--- config.mk ---
export PLATFORM = sky130hd
export DESIGN_NAME = multimode_state_variable_filter
export DESIGN_NICKNAME = d
export VERILOG_FILES = /design/src/design/svf_pkg.sv /design/src/design/multimode_state_variable_filter.sv /design/src/design/svf_ctrl.sv /design/src/design/svf_datapath.sv
export SDC_FILE = /design/constraint.sdc
export NUM_CORES = 2
export LEC_CHECK = 0
export ABC_CLOCK_PERIOD_IN_PS = 10150
export BUFFER_PORTS_ARGS = -buffer_cell sky130_fd_sc_hd__buf_2
export CAP_MARGIN = 30
export CELL_PAD_IN_SITES_DETAIL_PLACEMENT = 0
export CELL_PAD_IN_SITES_GLOBAL_PLACEMENT = 1
export CORE_ASPECT_RATIO = 1.5
export CORE_UTILIZATION = 51
export DETAILED_ROUTE_END_ITERATION = 8
export PLACE_DENSITY = 0.85
export SYNTH_ARGS = -nofsm -noshare
export SYNTH_HDL_FRONTEND = slang
export SYNTH_SLANG_ARGS = --single-unit
--- constraint.sdc ---
create_clock -name clk -period 10.15 [get_ports clk]
set_input_delay 2.5375 -clock clk [delete_from_list [all_inputs] [get_ports clk]]
set_output_delay 2.5375 -clock clk [all_outputs]
set_load 0.05 [all_outputs]
--- src/design/svf_pkg.sv ---
// ----------------------------------------------------------------------------
// svf_pkg
// Shared types and constants of the multimode state variable filter.
// ----------------------------------------------------------------------------
`default_nettype none

package svf_pkg;

  localparam int unsigned COEF_W = 18;
  localparam int unsigned IDX_W  = 2;

  localparam logic [IDX_W-1:0] CFG_CUTOFF  = 2'd0;
  localparam logic [IDX_W-1:0] CFG_DAMPING = 2'd1;
  localparam logic [IDX_W-1:0] CFG_MODE    = 2'd2;

  localparam logic [COEF_W-1:0] CUTOFF_RST  = 18'd8573;
  localparam logic [COEF_W-1:0] DAMPING_RST = 18'd92682;

  typedef enum logic [1:0] {
    MODE_LOW   = 2'd0,
    MODE_HIGH  = 2'd1,
    MODE_BAND  = 2'd2,
    MODE_NOTCH = 2'd3
  } mode_t;

  typedef enum logic [2:0] {
    ST_IDLE,
    ST_MUL_D,
    ST_HIGH,
    ST_MUL_HC,
    ST_BAND,
    ST_MUL_BC,
    ST_LOW,
    ST_OUT
  } state_t;

  typedef enum logic [1:0] {
    MUL_NONE,
    MUL_BAND_DAMP,
    MUL_HIGH_CUT,
    MUL_BAND_CUT
  } mul_op_t;

  typedef struct packed {
    logic    ld_x;
    mul_op_t mul_op;
    logic    ld_high;
    logic    ld_band;
    logic    ld_low;
    logic    ld_out;
  } cmd_t;

endpackage

`default_nettype wire

--- src/design/multimode_state_variable_filter.sv ---
// One item at a time: a new input is accepted only in the idle state,
//   after the previous result is loaded; the single shared coefficient
//   multiplier runs the three dependent products (damping*band,
//   cutoff*high, cutoff*band) one after another, each in a stage of its own.
// Reset (synchronous, rst_n low) clears both integrator states and loads
//   the coefficient and mode registers with their defaults.
// ----------------------------------------------------------------------------
// multimode_state_variable_filter
// Chamberlin state variable filter with selectable low/high/band/notch output.
// ----------------------------------------------------------------------------
`default_nettype none

module multimode_state_variable_filter #(
  parameter int unsigned SAMPLE_WIDTH = 24,
  parameter int unsigned STATE_WIDTH  = 32
) (
  input  wire logic                            clk,
  input  wire logic                            rst_n,
  input  wire logic                            cfg_we,
  input  wire logic [svf_pkg::IDX_W-1:0]       cfg_index,
  input  wire logic [svf_pkg::COEF_W-1:0]      cfg_data,
  input  wire logic                            in_valid,
  output logic                                 in_ready,
  input  wire logic signed [SAMPLE_WIDTH-1:0]  in_sample_in,
  output logic                                 out_valid,
  input  wire logic                            out_ready,
  output logic signed [SAMPLE_WIDTH:0]         out_sample_out
);

  svf_pkg::cmd_t cmd;

  svf_ctrl u_ctrl (
    .clk       (clk),
    .rst_n     (rst_n),
    .in_valid  (in_valid),
    .in_ready  (in_ready),
    .out_valid (out_valid),
    .out_ready (out_ready),
    .cmd       (cmd)
  );

  svf_datapath #(
    .SAMPLE_WIDTH (SAMPLE_WIDTH),
    .STATE_WIDTH  (STATE_WIDTH)
  ) u_dp (
    .clk        (clk),
    .rst_n      (rst_n),
    .cfg_we     (cfg_we),
    .cfg_index  (cfg_index),
    .cfg_data   (cfg_data),
    .cmd        (cmd),
    .sample_in  (in_sample_in),
    .sample_out (out_sample_out)
  );

endmodule

`default_nettype wire

--- src/design/svf_ctrl.sv ---
// ----------------------------------------------------------------------------
// svf_ctrl
// Sequencer: steps one item through three shared multiplies and the state
// updates, and owns the handshakes of both channels.
// ----------------------------------------------------------------------------
`default_nettype none

module svf_ctrl (
  input  wire logic          clk,
  input  wire logic          rst_n,
  input  wire logic          in_valid,
  output logic               in_ready,
  output logic               out_valid,
  input  wire logic          out_ready,
  output svf_pkg::cmd_t      cmd
);

  svf_pkg::state_t state_r, state_nxt;
  logic            out_valid_r, out_valid_nxt;

  always_ff @(posedge clk) begin
    if (!rst_n) begin
      state_r     <= svf_pkg::ST_IDLE;
      out_valid_r <= 1'b0;
    end else begin
      state_r     <= state_nxt;
      out_valid_r <= out_valid_nxt;
    end
  end

  always_comb begin
    state_nxt     = state_r;
    out_valid_nxt = out_valid_r && !out_ready;
    cmd           = '0;
    cmd.mul_op    = svf_pkg::MUL_NONE;
    case (state_r)
      svf_pkg::ST_IDLE: begin
        if (in_valid) begin
          cmd.ld_x  = 1'b1;
          state_nxt = svf_pkg::ST_MUL_D;
        end
      end
      svf_pkg::ST_MUL_D: begin
        cmd.mul_op = svf_pkg::MUL_BAND_DAMP;
        state_nxt  = svf_pkg::ST_HIGH;
      end
      svf_pkg::ST_HIGH: begin
        cmd.ld_high = 1'b1;
        state_nxt   = svf_pkg::ST_MUL_HC;
      end
      svf_pkg::ST_MUL_HC: begin
        cmd.mul_op = svf_pkg::MUL_HIGH_CUT;
        state_nxt  = svf_pkg::ST_BAND;
      end
      svf_pkg::ST_BAND: begin
        cmd.ld_band = 1'b1;
        state_nxt   = svf_pkg::ST_MUL_BC;
      end
      svf_pkg::ST_MUL_BC: begin
        cmd.mul_op = svf_pkg::MUL_BAND_CUT;
        state_nxt  = svf_pkg::ST_LOW;
      end
      svf_pkg::ST_LOW: begin
        cmd.ld_low = 1'b1;
        state_nxt  = svf_pkg::ST_OUT;
      end
      svf_pkg::ST_OUT: begin
        if (!out_valid_r || out_ready) begin
          cmd.ld_out    = 1'b1;
          out_valid_nxt = 1'b1;
          state_nxt     = svf_pkg::ST_IDLE;
        end
      end
      default: begin
        state_nxt = svf_pkg::ST_IDLE;
      end
    endcase
  end

  assign in_ready  = (state_r == svf_pkg::ST_IDLE);
  assign out_valid = out_valid_r;

  // result register is only overwritten once its item has gone
  a_no_overwrite: assert property (@(posedge clk) disable iff (!rst_n)
    cmd.ld_out |-> (!out_valid_r || out_ready))
    else $error("result overwritten while pending");

  a_accept_starts: assert property (@(posedge clk) disable iff (!rst_n)
    (in_valid && in_ready) |=> (state_r == svf_pkg::ST_MUL_D))
    else $error("accepted item did not start");

  a_out_wait: assert property (@(posedge clk) disable iff (!rst_n)
    (state_r == svf_pkg::ST_OUT && !cmd.ld_out) |=>
      (state_r == svf_pkg::ST_OUT && out_valid_r))
    else $error("finished item left without delivery");

endmodule

`default_nettype wire

--- src/design/svf_datapath.sv ---
// ----------------------------------------------------------------------------
// svf_datapath
// Coefficient registers, integrator states, one shared coefficient
// multiplier with rounding, saturation and output select/clamp.
// ----------------------------------------------------------------------------
`default_nettype none

module svf_datapath #(
  parameter int unsigned SAMPLE_WIDTH = 24,
  parameter int unsigned STATE_WIDTH  = 32
) (
  input  wire logic                              clk,
  input  wire logic                              rst_n,
  input  wire logic                              cfg_we,
  input  wire logic [svf_pkg::IDX_W-1:0]         cfg_index,
  input  wire logic [svf_pkg::COEF_W-1:0]        cfg_data,
  input  wire svf_pkg::cmd_t                     cmd,
  input  wire logic signed [SAMPLE_WIDTH-1:0]    sample_in,
  output logic signed [SAMPLE_WIDTH:0]           sample_out
);

  localparam int unsigned SW = STATE_WIDTH;
  localparam int unsigned AW = ((SW > SAMPLE_WIDTH) ? SW : SAMPLE_WIDTH) + 4;
  localparam int unsigned PW = SW + svf_pkg::COEF_W + 1;
  localparam int unsigned RW = PW - 16;

  localparam logic signed [AW-1:0] ST_MAX  = {{(AW-SW+1){1'b0}}, {(SW-1){1'b1}}};
  localparam logic signed [AW-1:0] ST_MIN  = ~ST_MAX;
  localparam logic signed [AW-1:0] LIM_POS =
    {{(AW-SAMPLE_WIDTH){1'b0}}, 1'b1, {(SAMPLE_WIDTH-1){1'b0}}};
  localparam logic signed [AW-1:0] LIM_NEG = -LIM_POS;
  localparam logic signed [PW-1:0] HALF_LSB = PW'(32768);

  function automatic logic signed [SW-1:0] sat_st(input logic signed [AW-1:0] v);
    logic signed [AW-1:0] t;
    t = v;
    if (v > ST_MAX) t = ST_MAX;
    if (v < ST_MIN) t = ST_MIN;
    return t[SW-1:0];
  endfunction

  logic [svf_pkg::COEF_W-1:0]       cutoff_r, damping_r;
  svf_pkg::mode_t                   mode_r;
  logic signed [SAMPLE_WIDTH-1:0]   x_r;
  logic signed [SW-1:0]             low_r, band_r, high_r;
  logic signed [PW-1:0]             p_r, p_nxt;
  logic signed [SAMPLE_WIDTH:0]     out_r, out_nxt;

  logic signed [SW-1:0]             mul_a;
  logic [svf_pkg::COEF_W-1:0]       mul_c;
  logic signed [PW-1:0]             p_round;
  logic signed [RW-1:0]             rnd;
  logic signed [AW-1:0]             high_sum, band_sum, low_sum, sel;

  always_ff @(posedge clk) begin
    if (!rst_n) begin
      cutoff_r  <= svf_pkg::CUTOFF_RST;
      damping_r <= svf_pkg::DAMPING_RST;
      mode_r    <= svf_pkg::MODE_LOW;
    end else if (cfg_we) begin
      case (cfg_index)
        svf_pkg::CFG_CUTOFF:  cutoff_r  <= cfg_data;
        svf_pkg::CFG_DAMPING: damping_r <= cfg_data;
        svf_pkg::CFG_MODE:    mode_r    <= svf_pkg::mode_t'(cfg_data[1:0]);
        default: ;
      endcase
    end
  end

  always_ff @(posedge clk) begin
    if (!rst_n) begin
      low_r  <= '0;
      band_r <= '0;
    end else begin
      if (cmd.ld_band) band_r <= sat_st(band_sum);
      if (cmd.ld_low)  low_r  <= sat_st(low_sum);
    end
  end

  always_ff @(posedge clk) begin
    if (cmd.ld_x)    x_r    <= sample_in;
    if (cmd.ld_high) high_r <= sat_st(high_sum);
    if (cmd.ld_out)  out_r  <= out_nxt;
    p_r <= p_nxt;
  end

  always_comb begin
    mul_a = band_r;
    mul_c = cutoff_r;
    case (cmd.mul_op)
      svf_pkg::MUL_BAND_DAMP: begin
        mul_a = band_r;
        mul_c = damping_r;
      end
      svf_pkg::MUL_HIGH_CUT: begin
        mul_a = high_r;
        mul_c = cutoff_r;
      end
      svf_pkg::MUL_BAND_CUT: begin
        mul_a = band_r;
        mul_c = cutoff_r;
      end
      default: ;
    endcase
  end

  assign p_nxt = PW'(mul_a) * PW'(signed'({1'b0, mul_c}));

  // round to nearest, ties toward plus infinity
  assign p_round  = p_r + HALF_LSB;
  assign rnd      = p_round[PW-1:16];

  assign high_sum = AW'(x_r) - AW'(low_r) - AW'(rnd);
  assign band_sum = AW'(band_r) + AW'(rnd);
  assign low_sum  = AW'(low_r) + AW'(rnd);

  always_comb begin
    case (mode_r)
      svf_pkg::MODE_LOW:   sel = AW'(low_r);
      svf_pkg::MODE_HIGH:  sel = AW'(high_r);
      svf_pkg::MODE_BAND:  sel = AW'(band_r);
      svf_pkg::MODE_NOTCH: sel = AW'(high_r) + AW'(low_r);
      default:             sel = AW'(low_r);
    endcase
    out_nxt = sel[SAMPLE_WIDTH:0];
    if (sel > LIM_POS) out_nxt = LIM_POS[SAMPLE_WIDTH:0];
    if (sel < LIM_NEG) out_nxt = LIM_NEG[SAMPLE_WIDTH:0];
  end

  assign sample_out = out_r;

endmodule

`default_nettype wire
==> metrics <==
status completed; Tmin final 8840 ps; cells taking the most area after synthesis sky130_fd_sc_hd__fa_1 (32%), sky130_fd_sc_hd__ha_1 (9.9%), sky130_fd_sc_hd__inv_1 (8.3%); Mean Syn Cell Area 8.61 µm²; dominant combinational cell family by area after synthesis adder cells; worst slew margin relative to its limit 29.0%; # Post-CTS Setup Buffers 0; sequential share of the synthesized area 14.1%; final weighted congestion in routability-driven placement 0.995; source of the worst hold timing path u_dp.damping_r[12]$_SDFFE_PN0P_; area fraction of the dominant cell type after synthesis 31.7%; Area growth, synth to finish 6.78%; total buffers and inverters traversed by the critical path 5; crit path kind reg2reg; slowest stage cell, crit path sky130_fd_sc_hd__mux2i_2; number of antenna violations at the first check in global routing 0; post-synth top area cell sky130_fd_sc_hd__fa_1; count of max-cap constraint violations 0; post-cts hold buffer count 0; Die W 223 µm; number of global-route vias before repair 31900; setup repair after global routing missed its margin false; top_reg_cell synth sky130_fd_sc_hd__dfxtp_1; number of cells on the worst hold path 2; Setup TNS Final 0 ps; Post-Syn Area 37500 µm²; CTS clk-pin slew, worst paths 60 ps; worst reg2reg path startpoint u_ctrl.state_r[0]$_SDFFE_PN0P_; Synth Area in Adders 41.6%; clock tree from TritonCTS built; sum of overflow across all layers after global routing 0; kind of cell with the highest combined delay on the critical path adder cells; final number of max-transition violations 0; std cell rows 121; Worst-Skew Late Latency 610 ps; compound-gate portion of the synthesized area 12.4%; Remaining DRCs 0; count of filler cells inserted in the layout 6713; worst IR drop on VDD 0.208 mV; critical path capture point type flop; global-route wire length before repair 181000 µm; antenna diode count 0; Net Count, Synth 5299; sink of the worst hold path u_dp.damping_r[12]$_SDFFE_PN0P_; Longest Clk Path Bufs 3; longest individual stage delay on the worst path 850 ps; standard cell core area 72700 µm²; simple-gate area share of the yosys netlist 14.1%; synth cell count leaders sky130_fd_sc_hd__inv_1 (828), sky130_fd_sc_hd__fa_1 (594), sky130_fd_sc_hd__nor2_1 (519); Hold Vio Cnt, Final 0; area of combinational cells with multiple inputs 28600 µm²; period utilization 87.1%; maximum number of pins on one net before global-route repair 83; most repeated library cell on the critical path sky130_fd_sc_hd__fa_1; via count normalized by instance count 5.73; final worst hold slack 473 ps; area of all sequential standard cells 5280 µm²; Avg WL per Cell 21.9 µm; post-detailed-placement half-perimeter wirelength 96500 µm; f_max 113 MHz; DR pass1 iterations 5; Final setup violation count 0; most common cell in the synthesized netlist sky130_fd_sc_hd__inv_1; CTS resizes 0; required arrival time at the worst endpoint 10680 ps; type of the tightest min-delay check reg2reg; count of routing violations after the opening detailed-route iteration 2117; Tot GR Track Use 31.9%; initial cell density of the core 51.6%; largest clock skew in the final design 51.0 ps; fraction of final layout cells with drive strength greater than 1 7.14%; Clock Sink Count 223; total via count after detailed routing 30500; worst-path fanout max 27; clock root buffer sky130_fd_sc_hd__clkbuf_16; PD cells 157 nW/µm²; xor/xnor cell area share of the yosys netlist 4.46%; Leak Pwr 20.1 nW; number of top-level pins 76; Die H 334 µm; Power Total 6.28 mW; slew at the pin closest to its max-slew limit 1060 ps; CP startpoint kind flop; data arrival time of the worst path 9370 ps; worst reg2reg path depth 27; post-synthesis sequential element count 223; logic depth of the worst path, buffers included 27; cts bufs inserted 27; die area 74700 µm²; portion of netlist area occupied by mux cells 3.31%; reg-to-reg endpoint u_dp.p_r[47]$_DFF_P_; number of nets in the layout 5316; Post-DRT Antenna Nets 0; Synth Instances 4358; maximum level of the CTS H-tree 1; count of unique library cells instantiated by Yosys 92; Yosys warning total 0; EDFF count, synth 81; reg-to-reg setup timing slack 1310 ps; number of input and output port buffers inserted 75; Async S/R FF share, synth 0%; wire length reported by the detailed router 116000 µm
==> cell type report <==
class	count	share of cell area, %
clock buffers	43	2.09
repair buffers	155	2.49
inverters	829	7.77
flip-flops and latches	223	13.2
well taps	922	2.88
multi-input cells	3139	71.4
clock inverters	7	0.190
==> tightest hold or removal path, stage by stage, from the launching register on <==
cell,delay (ps)
sky130_fd_sc_hd__dfxtp_1,310
sky130_fd_sc_hd__nand2_1,50
sky130_fd_sc_hd__a21boi_0,60
==> how the worst max path moves through the flow <==
stage                              startpoint                    to  slack, ps
2_1_floorplan  u_ctrl.state_r[2]$_SDFFE_PN0P_  u_dp.p_r[43]$_DFF_P_       2430
3_3_place_gp   u_ctrl.state_r[0]$_SDFFE_PN0P_  u_dp.p_r[47]$_DFF_P_       1510
3_5_place_dp   u_ctrl.state_r[0]$_SDFFE_PN0P_  u_dp.p_r[47]$_DFF_P_       1360
4_1_cts        u_ctrl.state_r[0]$_SDFFE_PN0P_  u_dp.p_r[47]$_DFF_P_       1350
5_1_grt        u_ctrl.state_r[0]$_SDFFE_PN0P_  u_dp.p_r[43]$_DFF_P_        980
6_report       u_ctrl.state_r[0]$_SDFFE_PN0P_  u_dp.p_r[47]$_DFF_P_       1310
==> power breakdown <==
part	switching, mW	internal [mW]	total [mW]
Sequential	0.195	1.17	1.37
Clock	0.443	0.591	1.03
Combinational	2.50	1.38	3.88
Total	3.14	3.14	6.28
==> state kept, by name (all words and copies together), names as in the netlist, 18 cells and up <==
register,cells
u_dp.band_r,32
u_dp.cutoff_r,18
u_dp.damping_r,18
u_dp.high_r,32
u_dp.low_r,32
u_dp.p_r,36
u_dp.sample_out,25
u_dp.x_r,24
==> kinds of logic (layout without fill, tap and decap cells) <==
group,after synthesis,count (layout)
xor+xnor,191,191
flops,223,223
buf+inv,996,1034
simple gates,1231,1231
mux,108,108
compound gates,717,717
fa+ha+maj,892,892
==> routing by layer <==
layer / wire length (µm) / part of all wire (%) / GRT usage, % / vias to the layer above
li1: - / - / - / 13900
met1: 43900 / 38 / 37.2 / 15300
met2: 58900 / 51 / 56.9 / 997
met3: 6200 / 5.3 / 3.01 / 307
met4: 7390 / 6.3 / 18.1 / 0
met5: 0 / 0 / 0 / -
==> cells in the final DEF, fill, tap and decap left out, types with 27 or more instances in the layout <==
cell / synthesis / layout
sky130_fd_sc_hd__edfxtp_1: 81 / 81
sky130_fd_sc_hd__nand2b_1: 27 / 27
sky130_fd_sc_hd__a211oi_1: 28 / 28
sky130_fd_sc_hd__mux2i_1: 59 / 43
sky130_fd_sc_hd__inv_1: 828 / 828
sky130_fd_sc_hd__o21ai_0: 180 / 180
sky130_fd_sc_hd__buf_2: 9 / 75
sky130_fd_sc_hd__xnor2_1: 111 / 111
sky130_fd_sc_hd__nor3_1: 43 / 43
sky130_fd_sc_hd__nor2_1: 519 / 518
sky130_fd_sc_hd__fa_1: 594 / 594
sky130_fd_sc_hd__dfxtp_1: 142 / 141
sky130_fd_sc_hd__clkbuf_16: 0 / 28
sky130_fd_sc_hd__mux2_2: 40 / 40
sky130_fd_sc_hd__nand4_1: 27 / 27
sky130_fd_sc_hd__a21boi_0: 63 / 63
sky130_fd_sc_hd__buf_4: 1 / 78
sky130_fd_sc_hd__ha_1: 298 / 298
sky130_fd_sc_hd__nand2_1: 432 / 432
sky130_fd_sc_hd__a21o_1: 79 / 79
sky130_fd_sc_hd__a21oi_1: 171 / 171
sky130_fd_sc_hd__o211ai_1: 27 / 27
sky130_fd_sc_hd__nand3_1: 60 / 60
sky130_fd_sc_hd__xor2_1: 80 / 80
==> metrics by stage <==
stage / util [%] / setup slack, ps / cell area, µm² / instances
finish: 55.1 / 1310 / 40100 / 5318
floorplan: - / 2430 / 37500 / 4358
global placement: 53.9 / 1510 / 39100 / 5266
detailed placement: 53.9 / 1360 / 39200 / 5268
CTS: 55.1 / 1350 / 40100 / 5318
global route: 55.1 / 983 / 40100 / 5318
(Power assumes the default switching activity.)
